`src/rtl/admee_pkg.sv`:
```
// Shared types and constants of the adaptive diagonal mass estimator.
`default_nettype none
package admee_pkg;
    localparam int NUM_ELEMENTS = 1024;
    localparam int IDX_W = 10;
    localparam int DATA_W = 32;
    localparam int MV_W = 2 * DATA_W;
    localparam int DIV_NUM_W = 65;
    localparam int DIV_DEN_W = 48;
    localparam int DIV_CNT_W = 7;
    localparam int SQRT_W = 49;
    localparam int PADDR_W = 3;
    localparam logic [31:0] COUNT_MAX = 32'hFFFF_FFFF;
    localparam logic [7:0] DEFAULT_WEIGHT = 8'd5;

    localparam logic [1:0] OP_ADD = 2'd0;
    localparam logic [1:0] OP_PRIOR = 2'd1;
    localparam logic [1:0] OP_CLEAR = 2'd2;

    localparam logic REG_FREEZE = 1'b0;
    localparam logic REG_WEIGHT = 1'b1;

    typedef enum logic [4:0] {
        S_IDLE, S_CLEAR, S_READ, S_Q1, S_Q1W, S_C, S_SQ, S_T2, S_T2W, S_VN,
        S_T1, S_T1W, S_BL, S_BLG, S_BLW, S_INV, S_INVW, S_SQW, S_EMIT
    } t_state;
endpackage
`default_nettype wire

```
`src/rtl/admee_sqrt.sv`:
```
// Digit-by-digit integer square root, one result bit per cycle.
`default_nettype none
module admee_sqrt (
    input  wire logic                           i_clk,
    input  wire logic                           i_rst_n,
    input  wire logic                           i_start,
    input  wire logic [admee_pkg::SQRT_W-1:0]   i_val,
    output logic                                o_done,
    output logic      [admee_pkg::SQRT_W-1:0]   o_root
);
    logic [admee_pkg::SQRT_W-1:0] r_v, r_r, r_bit, trial;
    logic                         r_busy, r_done, take;

    assign trial = r_r + r_bit;
    assign take  = r_v >= trial;

    always_ff @(posedge i_clk) begin
        if (!i_rst_n) begin
            r_busy <= 1'b0;
            r_done <= 1'b0;
        end else begin
            r_done <= 1'b0;
            if (i_start) begin
                r_busy <= 1'b1;
            end else if (r_busy && r_bit[0]) begin
                r_busy <= 1'b0;
                r_done <= 1'b1;
            end
        end
    end

    always_ff @(posedge i_clk) begin
        if (i_start) begin
            r_v   <= i_val;
            r_r   <= '0;
            r_bit <= {1'b1, {(admee_pkg::SQRT_W-1){1'b0}}};
        end else if (r_busy) begin
            if (take) begin
                r_v <= r_v - trial;
                r_r <= (r_r >> 1) + r_bit;
            end else begin
                r_r <= r_r >> 1;
            end
            r_bit <= r_bit >> 2;
        end
    end

    assign o_done = r_done;
    assign o_root = r_r;
endmodule
`default_nettype wire
```
`config.mk`:
```
export PLATFORM = sky130hd
export DESIGN_NAME = admee_sqrt
export DESIGN_NICKNAME = d
export VERILOG_FILES = /design/src/rtl/admee_pkg.sv /design/src/rtl/admee_sqrt.sv
export SDC_FILE = /design/constraint.sdc
export NUM_CORES = 1
export LEC_CHECK = 0
export BUFFER_PORTS_ARGS = -buffer_cell sky130_fd_sc_hd__buf_2
export CAP_MARGIN = 20
export CORE_MARGIN = 2
export CORE_UTILIZATION = 51
export CTS_CLUSTER_SIZE = 16
export DETAILED_ROUTE_END_ITERATION = 12
export PLACE_DENSITY = 0.73
export SLEW_MARGIN = 20
export SYNTH_ARGS = -nofsm -noshare
export SYNTH_HDL_FRONTEND = slang
export SYNTH_SLANG_ARGS = --single-unit
export TNS_END_PERCENT = 1
```
`constraint.sdc`:
```
create_clock -name i_clk -period 5.2 [get_ports i_clk]
set_input_delay 0 -clock i_clk [delete_from_list [all_inputs] [get_ports i_clk]]
set_output_delay 0 -clock i_clk [all_outputs]
set_load 0.01 [all_outputs]
```
==> run metrics <==
CP Capture Type register; core area 21700 µm²; Worst Path Arrival 5.31 ns; syn nets around 1600; crit path cell chain ha_1, a211oi_4, o31ai_4, a2111oi_4, nor2_2, a211o_1, a221o_1, nor2b_1, o21ai_1, xor2_1, ha_1, nand3_1, o41ai_2, a21oi_2, o31a_4, buf_12, buf_4, or3_1, a311oi_1; DR WL/cell ~18 µm; failing checks negative hold slack; Pins Over Slew Limit 0; Final Net Count 1776; routed via count 11643; hold path cells 3; Root Buffer clkbuf_16; first-pass GRT wire length roughly 55 mm; count leader, synth nand2_1; outcome complete, but fails checks; Max-Cap Viols 0; cell area power density 511 nW/µm²; Yosys top cell area share 0.136; Yosys cell types 75; Slew @ Worst Pin a little over 1 ns; Main synth FF type dfxtp_1; Slowest cell on crit path ha_1; CP Class reg -> reg; top cells by count, synth nand2_1 (210), nor2_1 (130), o21ai_0 (122), ha_1 (99), a21oi_1 (89); CP startpoint r_bit[2]; initial antenna violation count 0; Worst path depth 19; worst path required time about 5.6 ns; vias per inst just over 6; Max Clk Rate between 200 and 250 MHz; post-synthesis sequential area ratio 0.267; gpl congestion approximately 1.0; post-layout min period a little under 5 ns; Max Fanout on Critical Path 31; Post-Synthesis Cells 1427; Worst Clk Skew between 0.015 and 0.02 ns; number of synthesized flops with an enable pin roughly 50; Worst slew margin 0.327; pin count of the biggest net entering global routing 83; diode count 0; synth top area cells dfxtp_1 (14%), edfxtp_1 (13%), ha_1 (11%), nand2_1 (7.0%), o21ai_0 (5.4%); IO buf count just over 100; GRT Residual Overflow 0; period utilization 0.954; Crit path max-delay family compound AO/OA/AOI/OAI gates; worst-case reg-to-reg path depth 19; reg2reg setup slack 0.24 ns; layout cells sized above 1 0.169; filler cell count roughly 1900; WP buf/inv 2; Die ar. roughly 23000 µm²; CTS clk-pin slew, worst paths about 0.070 ns; final setup fails 0; 1st-pass router iterations 5; DRC Markers 0; Critical Path Sink o_root[19]; die width roughly 150 µm; initial DRC count slightly above 900; Final Hold Fails 1; Routed Antenna Nets 0; hold crit path type in -> reg; total I/O pin count 102; chip height 152 µm; Worst R2R End o_root[19]; asr flop ratio synth 0; num rows 54; CTS Buffer Depth 2; Worst VDD drop 0.304 mV; WL final approximately 35 mm; Initial Utilization 0.517; Total GRT Usage 0.288; Syn Area/Cell between 7 and 8 µm²; Yosys reg bits approximately 130; Synth area leader dfxtp_1; CP dominant cell by count ha_1; Fin Hold WS -0.00939 ns; Reg-to-Reg Start r_bit[2]; total CTS buffers 17; clk_lat worst skew between 0.4 and 0.5 ns; Num Clock Sinks 125; synth warn 0; total power roughly 7 mW; Post-Syn Area 11200 µm²; area delta synth->final 23.7%; final setup TNS 0 ns; vias in the first global route between 10000 and 15000; Largest stage delay, worst path about 0.40 ns; TritonCTS clock tree built; leakage between 5 and 6 nW; startpoint types register; DPL Wire Length 25.5 mm; H-tree Lvls 4
[through the flow]
| stage | setup slack, ns | hold slack, ns | instances | instance area, µm² | util |
|---|---|---|---|---|---|
| 6_report | 0.238 | -0.00939 | 1917 | 13900 | 0.639 |
| 5_1_grt | -0.0193 | 0.0404 | 1917 | 13900 | 0.639 |
| 4_1_cts | -0.0110 | 0.000569 | 1914 | 13700 | 0.632 |
| 3_5_place_dp | -0.128 | 0.263 | 1833 | 12600 | 0.579 |
| 3_3_place_gp | 0.00517 | 0.261 | 1833 | 12600 | 0.579 |
| 2_1_floorplan | 0.103 | 0.153 | 1427 | 11200 | - |
[worst register-to-register path: stages, from the launching register on]
cell,delay [ns]
dfxtp_1,0.34
ha_1,0.38
a211oi_4,0.32
o31ai_4,0.12
a2111oi_4,0.36
nor2_2,0.12
a211o_1,0.34
a221o_1,0.37
nor2b_1,0.15
o21ai_1,0.13
xor2_1,0.10
ha_1,0.40
nand3_1,0.17
o41ai_2,0.39
a21oi_2,0.13
o31a_4,0.15
buf_12,0.18
buf_4,0.16
or3_1,0.33
a311oi_1,0.26
[power breakdown]
group	internal (mW)	switching [mW]
Combinational	1.83	2.43
Clock	0.765	0.505
Sequential	1.36	0.203
[layer usage]
layer | track usage | wire (µm) | vias to the layer above
li1 | - | - | 5663
met1 | 0.359 | 14200 | 5417
met2 | 0.508 | 17000 | 491
met3 | 0.0464 | 2380 | 72
met4 | 0.0943 | 949 | 0
met5 | 0 | 0 | -
[what timing repair did]
action	4_1_cts	5_1_grt
endpoints found under the setup margin	85	107
resized for setup	7	27
gates cloned	0	0
hold buffers	49	0
pin swaps	1	8
setup buffers	0	3
endpoints found under the hold margin	50	0
[cells in the final DEF, fill, tap and decap left out, types with 26 or more instances in the layout]
master,count
a31oi_1,42
dfxtp_1,75
nand2_1,209
a21o_1,39
xor2_1,55
dlygate4sd3_1,49
nor2_1,125
inv_1,33
buf_2,100
o21ai_0,120
edfxtp_1,49
buf_4,92
mux2i_1,32
ha_1,97
a21oi_1,85
nand3_1,26
xnor2_1,60
[sequential cells by signal (all words and copies together), names as in the netlist]
name	flops
o_root	49
r_v	49
r_bit	25
o_done	1
r_busy	1
[final cells by class]
type	count	area, µm²	area share
multi-input combinational	1200	7990	0.577
sequential	125	2990	0.216
timing repair buffer	246	1780	0.129
clock buffer	21	482	0.0348
tap	280	350	0.0253
clock inverter	11	129	0.00930
inverter	34	128	0.00921
[logic make-up after synthesis]
group / Yosys count / share of synthesized area
buffers and inverters: 102 / 0.0371
adder cells (fa/ha/maj): 100 / 0.112
XOR/XNOR: 115 / 0.0899
AND/OR/NAND/NOR: 489 / 0.194
flip-flops: 125 / 0.267
AO/OA/AOI/OAI: 462 / 0.269
multiplexers: 34 / 0.0306
[worst min-delay path by stage]
stage,from,endpoint
6_report,i_val[48],r_v[48]
5_1_grt,i_val[48],r_v[48]
4_1_cts,i_val[48],r_v[48]
3_5_place_dp,i_rst_n,o_done
3_3_place_gp,i_rst_n,o_done
2_1_floorplan,i_rst_n,o_done
Note: power is estimated with default switching activity, not from simulation.
