$ cat src/rtl/admee_pkg.sv
// Shared types and constants of the adaptive diagonal mass estimator.
`default_nettype none
package admee_pkg;
    localparam int NUM_ELEMENTS = 1024;
    localparam int IDX_W = 10;
    localparam int DATA_W = 32;
    localparam int MV_W = 2 * DATA_W;
    localparam int DIV_NUM_W = 65;
    localparam int DIV_DEN_W = 48;
    localparam int DIV_CNT_W = 7;
    localparam int SQRT_W = 49;
    localparam int PADDR_W = 3;
    localparam logic [31:0] COUNT_MAX = 32'hFFFF_FFFF;
    localparam logic [7:0] DEFAULT_WEIGHT = 8'd5;

    localparam logic [1:0] OP_ADD = 2'd0;
    localparam logic [1:0] OP_PRIOR = 2'd1;
    localparam logic [1:0] OP_CLEAR = 2'd2;

    localparam logic REG_FREEZE = 1'b0;
    localparam logic REG_WEIGHT = 1'b1;

    typedef enum logic [4:0] {
        S_IDLE, S_CLEAR, S_READ, S_Q1, S_Q1W, S_C, S_SQ, S_T2, S_T2W, S_VN,
        S_T1, S_T1W, S_BL, S_BLG, S_BLW, S_INV, S_INVW, S_SQW, S_EMIT
    } t_state;
endpackage
`default_nettype wire

$ cat src/rtl/admee_div.sv
// Restoring unsigned divider, one quotient bit per cycle.
`default_nettype none
module admee_div (
    input  wire logic                                i_clk,
    input  wire logic                                i_rst_n,
    input  wire logic                                i_start,
    input  wire logic [admee_pkg::DIV_NUM_W-1:0]     i_num,
    input  wire logic [admee_pkg::DIV_DEN_W-1:0]     i_den,
    output logic                                     o_busy,
    output logic                                     o_done,
    output logic      [admee_pkg::DIV_NUM_W-1:0]     o_quot
);
    logic [admee_pkg::DIV_DEN_W-1:0] r_rem, r_den;
    logic [admee_pkg::DIV_NUM_W-1:0] r_quo;
    logic [admee_pkg::DIV_CNT_W-1:0] r_cnt;
    logic                            r_busy, r_done;
    logic [admee_pkg::DIV_DEN_W:0]   rem_sh, rem_sub;
    logic                            ge;

    assign rem_sh  = {r_rem, r_quo[admee_pkg::DIV_NUM_W-1]};
    assign rem_sub = rem_sh - {1'b0, r_den};
    assign ge      = rem_sh >= {1'b0, r_den};

    always_ff @(posedge i_clk) begin
        if (!i_rst_n) begin
            r_busy <= 1'b0;
            r_done <= 1'b0;
            r_cnt  <= '0;
        end else begin
            r_done <= 1'b0;
            if (i_start) begin
                r_busy <= 1'b1;
                r_cnt  <= '0;
            end else if (r_busy) begin
                r_cnt <= r_cnt + 1'b1;
                if (r_cnt == admee_pkg::DIV_CNT_W'(admee_pkg::DIV_NUM_W - 1)) begin
                    r_busy <= 1'b0;
                    r_done <= 1'b1;
                end
            end
        end
    end

    always_ff @(posedge i_clk) begin
        if (i_start) begin
            r_rem <= '0;
            r_quo <= i_num;
            r_den <= i_den;
        end else if (r_busy) begin
            r_rem <= ge ? rem_sub[admee_pkg::DIV_DEN_W-1:0] : rem_sh[admee_pkg::DIV_DEN_W-1:0];
            r_quo <= {r_quo[admee_pkg::DIV_NUM_W-2:0], ge};
        end
    end

    assign o_busy = r_busy;
    assign o_done = r_done;
    assign o_quot = r_quo;
endmodule
`default_nettype wire

$ cat config.mk
export PLATFORM = sky130hd
export DESIGN_NAME = admee_div
export DESIGN_NICKNAME = d
export VERILOG_FILES = /design/src/rtl/admee_pkg.sv /design/src/rtl/admee_div.sv
export SDC_FILE = /design/constraint.sdc
export NUM_CORES = 1
export LEC_CHECK = 0
export BUFFER_PORTS_ARGS = -buffer_cell sky130_fd_sc_hd__buf_4
export CELL_PAD_IN_SITES_DETAIL_PLACEMENT = 0
export CELL_PAD_IN_SITES_GLOBAL_PLACEMENT = 1
export CORE_MARGIN = 2
export CORE_UTILIZATION = 39
export CTS_CLUSTER_DIAMETER = 150
export DETAILED_ROUTE_END_ITERATION = 8
export PLACE_DENSITY = 0.74
export SLEW_MARGIN = 15
export SYNTH_ARGS = -nofsm -noshare
export SYNTH_HDL_FRONTEND = slang
export SYNTH_SLANG_ARGS = --single-unit
$ cat constraint.sdc
create_clock -name i_clk -period 2.8 [get_ports i_clk]
set_input_delay 0.42 -clock i_clk [delete_from_list [all_inputs] [get_ports i_clk]]
set_output_delay 0.42 -clock i_clk [all_outputs]
set_load 0.01 [all_outputs]
==> qor.csv <==
stage,metric,value,unit
status,run status,"complete, but fails checks",
status,failing checks,setup timing,
sta,clk_skew,0.0206,ns
clock_tree,clock buffer depth,2,
pwr,Leakage,5.77,nW
layout,FF+latch area,4540,µm²
sta,post-layout min period,2.86,ns
hold_path,HP Class,primary input to flip-flop,
drt,Remaining DRCs,0,
floorplan,Rows,57,
setup_path,CP Cell Sequence,inv_1 -> ha_1 -> buf_4 -> a21oi_1 -> o21ai_0 -> o311ai_4 -> a21oi_4 -> o21ai_4 -> nor2_2 -> and4_4 -> or4_4 -> a31oi_1,
pwr,Peak VDD IR,0.349,mV
sta,fin. max-slew vios,0,
sta,Final Hold Vio Count,0,
yosys,Synth Register Bits,170,
yosys,syn avg cell area,10.4,µm²
drt,DR WL/cell,17.4,µm
drt,Routed WL,27500,µm
setup_path,nature of the critical path endpoint,flip-flop,
setup_path,crit path DAT,3.23,ns
floorplan,# IOs,183,
global_route,initial antenna violation count,1,
sta,RSZ-0062 raised after global routing,true,
sta,# setup viols final,5,
floorplan,core area,24300,µm²
sta,Max-slew headroom,60.3,%
setup_path,slowest CP cell,or4_4,
floorplan,Die Wd,161,µm
clock_tree,CTS Root Buffer Type,clkbuf_16,
clock_tree,worst skew pair latency,0.45,ns
yosys,Yosys warning count,0,
yosys,Mapped Area,9670,µm²
layout,final-layout fill cell count,2112,
layout,n_diodes,0,
clock_tree,Sink Count,170,
setup_path,CP required,3.17,ns
global_route,number of global-route vias before repair,8229,
setup_path,"slowest stage delay, CP",0.50,ns
placed_design,HPWL after DPL,20000,µm
layout,layout net count,1415,
setup_path,buffers plus inverters on the worst setup path,2,
floorplan,die area,26100,µm²
sta,Max Freq,350,MHz
setup_path,CP Max Fanout,6,
yosys,async set-reset flop share out of synthesis,0,%
layout,P&R area growth vs syn,42.5,%
clock_tree,cts bufs inserted,17,
global_route,largest net degree at the start of global routing,48,
sta,Tcrit/Tclk final,102,%
sta,Post-Route Setup TNS,-0.166,ns
yosys,Synth cell types,75,
yosys,most frequently used flop master after synthesis,edfxtp_1,
yosys,sequential fraction of the synthesis area,46.9,%
global_route,grt total ovfl,0,
run,Max-Cap Viols,0,
sta,Slew @ Worst Pin,0.595,ns
floorplan,Die Y,161,µm
placed_design,IO buf count,182,
clock_tree,# hold bufs at CTS,0,
yosys,"EDFF count, synth",113,
drt,post-detailed-route count of antenna-violating nets,0,
clock_tree,CTS tree,built,
drt,number of detailed-route iterations in the first pass,5,
placed_design,gp weighted congestion,0.861,
layout,area of the multi-input gates,5260,µm²
placed_design,Placement Setup Slack,-0.231,ns
yosys,Post-Synthesis Cells,928,
clock_tree,clock-pin slew on the worst setup and hold paths,0.08,ns
floorplan,starting density of the core,39.8,%
global_route,gr usage total,21.2,%
drt,Avg Vias per Cell,5.18,
sta,fin worst setup slack,-0.0592,ns
setup_path,critical path's top delay family,compound AO/OA/AOI/OAI gates,
drt,via count,8207,
setup_path,CP Class,flip-flop to flip-flop,
pwr,power per cell area,540,nW/µm²
layout,share of layout cells above drive strength 1,45.0,%
global_route,global-route wire length before repair,43500,µm
setup_path,CP Launch Type,flip-flop,
drt,DRT iter0 DRCs,507,
yosys,syn nets,1095,
clock_tree,H-tree depth,4,
==> final cells by class <==
class                   count  share of cell area (%)
flip-flops and latches    170                    32.9
repair buffers            345                    19.6
multi-input cells         649                    38.1
inverters                  65                    1.77
clock buffers              17                    3.09
well taps                 324                    2.94
clock inverters            15                    1.54
==> Yosys cell counts, types with 6 or more instances <==
library cell	instances	area, µm²
clkbuf_1	23	86.3
o21ai_0	44	220
nand2_1	62	233
nor3_1	10	50.1
buf_6	11	124
a21oi_1	78	390
xnor2_1	22	193
edfxtp_1	113	3390
ha_1	50	626
a22o_1	7	61.3
nor2_1	93	349
a211oi_1	33	248
nand2b_1	9	56.3
mux2_2	65	732
a21o_1	18	135
dfxtp_1	57	1140
buf_2	6	30.0
o21bai_1	7	52.6
o21ai_1	8	40.0
mux2i_1	11	110
nand4_1	17	106
inv_1	65	244
xor2_1	22	193
==> per-layer routing <==
| layer | part of all wire [%] | global-route usage [%] |
|---|---|---|
| met1 | 44 | 27.2 |
| met2 | 47 | 34.8 |
| met3 | 7.3 | 6.32 |
| met4 | 1.7 | 6.17 |
| met5 | 0.058 | 0 |
==> where the power goes <==
part	switching (mW)	total (mW)	internal, mW
combinational	0.931	1.89	0.954
clock	1.22	2.53	1.31
sequential	0.120	3.03	2.91
==> logic make-up (layout without fill, tap and decap cells) <==
group                      count (synthesis)  count (layout)  synth area share (%)
buffers and inverters                    110             442                  5.50
DFF                                      170             170                  46.9
and+or+nand+nor                          224             224                  10.5
adders and majority gates                 51              51                  6.68
AOI/OAI and AO/OA                        253             254                  17.7
xor gates and xnor gates                  44              44                  3.99
muxes                                     76              76                  8.71
==> state kept, by name, indices dropped and copies added (netlist names) <==
name	cells
o_quot	65
r_den	48
r_rem	48
r_cnt	7
o_busy	1
o_done	1
==> layout by cell type, fill, tap and decap left out, types with 4 or more instances in the layout <==
master and count:
xnor2_1 22, buf_6 8, nand2_1 60, ha_4 17, ha_1 30, o211ai_1 5
dfxtp_1 56, a211oi_1 24, nand3_1 5, o21bai_1 5, nand4_1 17, nor2_1 81
and3_1 4, buf_4 330, a21oi_1 61, clkbuf_16 17, nor3_1 7, clkinv_8 6
edfxtp_1 113, a21o_1 18, a211oi_2 11, xor2_1 22, o21a_1 4, inv_2 12
nand2b_1 8, mux2i_1 11, nor2_2 12, a22o_1 7, buf_12 6, a21oi_2 13
inv_1 53, o21ai_1 17, o21ai_0 26, o21ai_2 8, a21oi_4 6, a31oi_1 4
mux2_2 64
==> per-stage QoR <==
step	power (mW)	area, µm²	hold slack, ns	instances	utilization (%)
global route	7.80	13800	0.119	1585	56.7
detailed placement	4.75	12300	0.478	1534	50.6
finish	7.45	13800	0.142	1585	56.7
floorplan	3.98	9670	0.446	928	-
global placement	4.73	12300	0.472	1534	50.6
CTS	7.40	13400	0.127	1581	55.0
==> timing repair <==
item,4_1_cts,5_1_grt
gates cloned,2,0
buffers inserted,14,8
pin swaps,41,38
resized for setup,68,89
endpoints found under the setup margin,49,49
==> final timing paths <==
check / from / end / slack (ns) / cells after the start
max: r_den[15]$_DFFE_PP_ / r_rem[42]$_SDFFE_PP0P_ / -0.06 / 12
min reg2reg: r_rem[47]$_SDFFE_PP0P_ / r_rem[47]$_SDFFE_PP0P_ / 0.49 / 2
max reg2reg: r_den[15]$_DFFE_PP_ / r_rem[42]$_SDFFE_PP0P_ / -0.06 / 12
min: i_den[44] / r_den[44]$_DFFE_PP_ / 0.14 / 1
No activity file was read; power rests on OpenSTA's default activity.
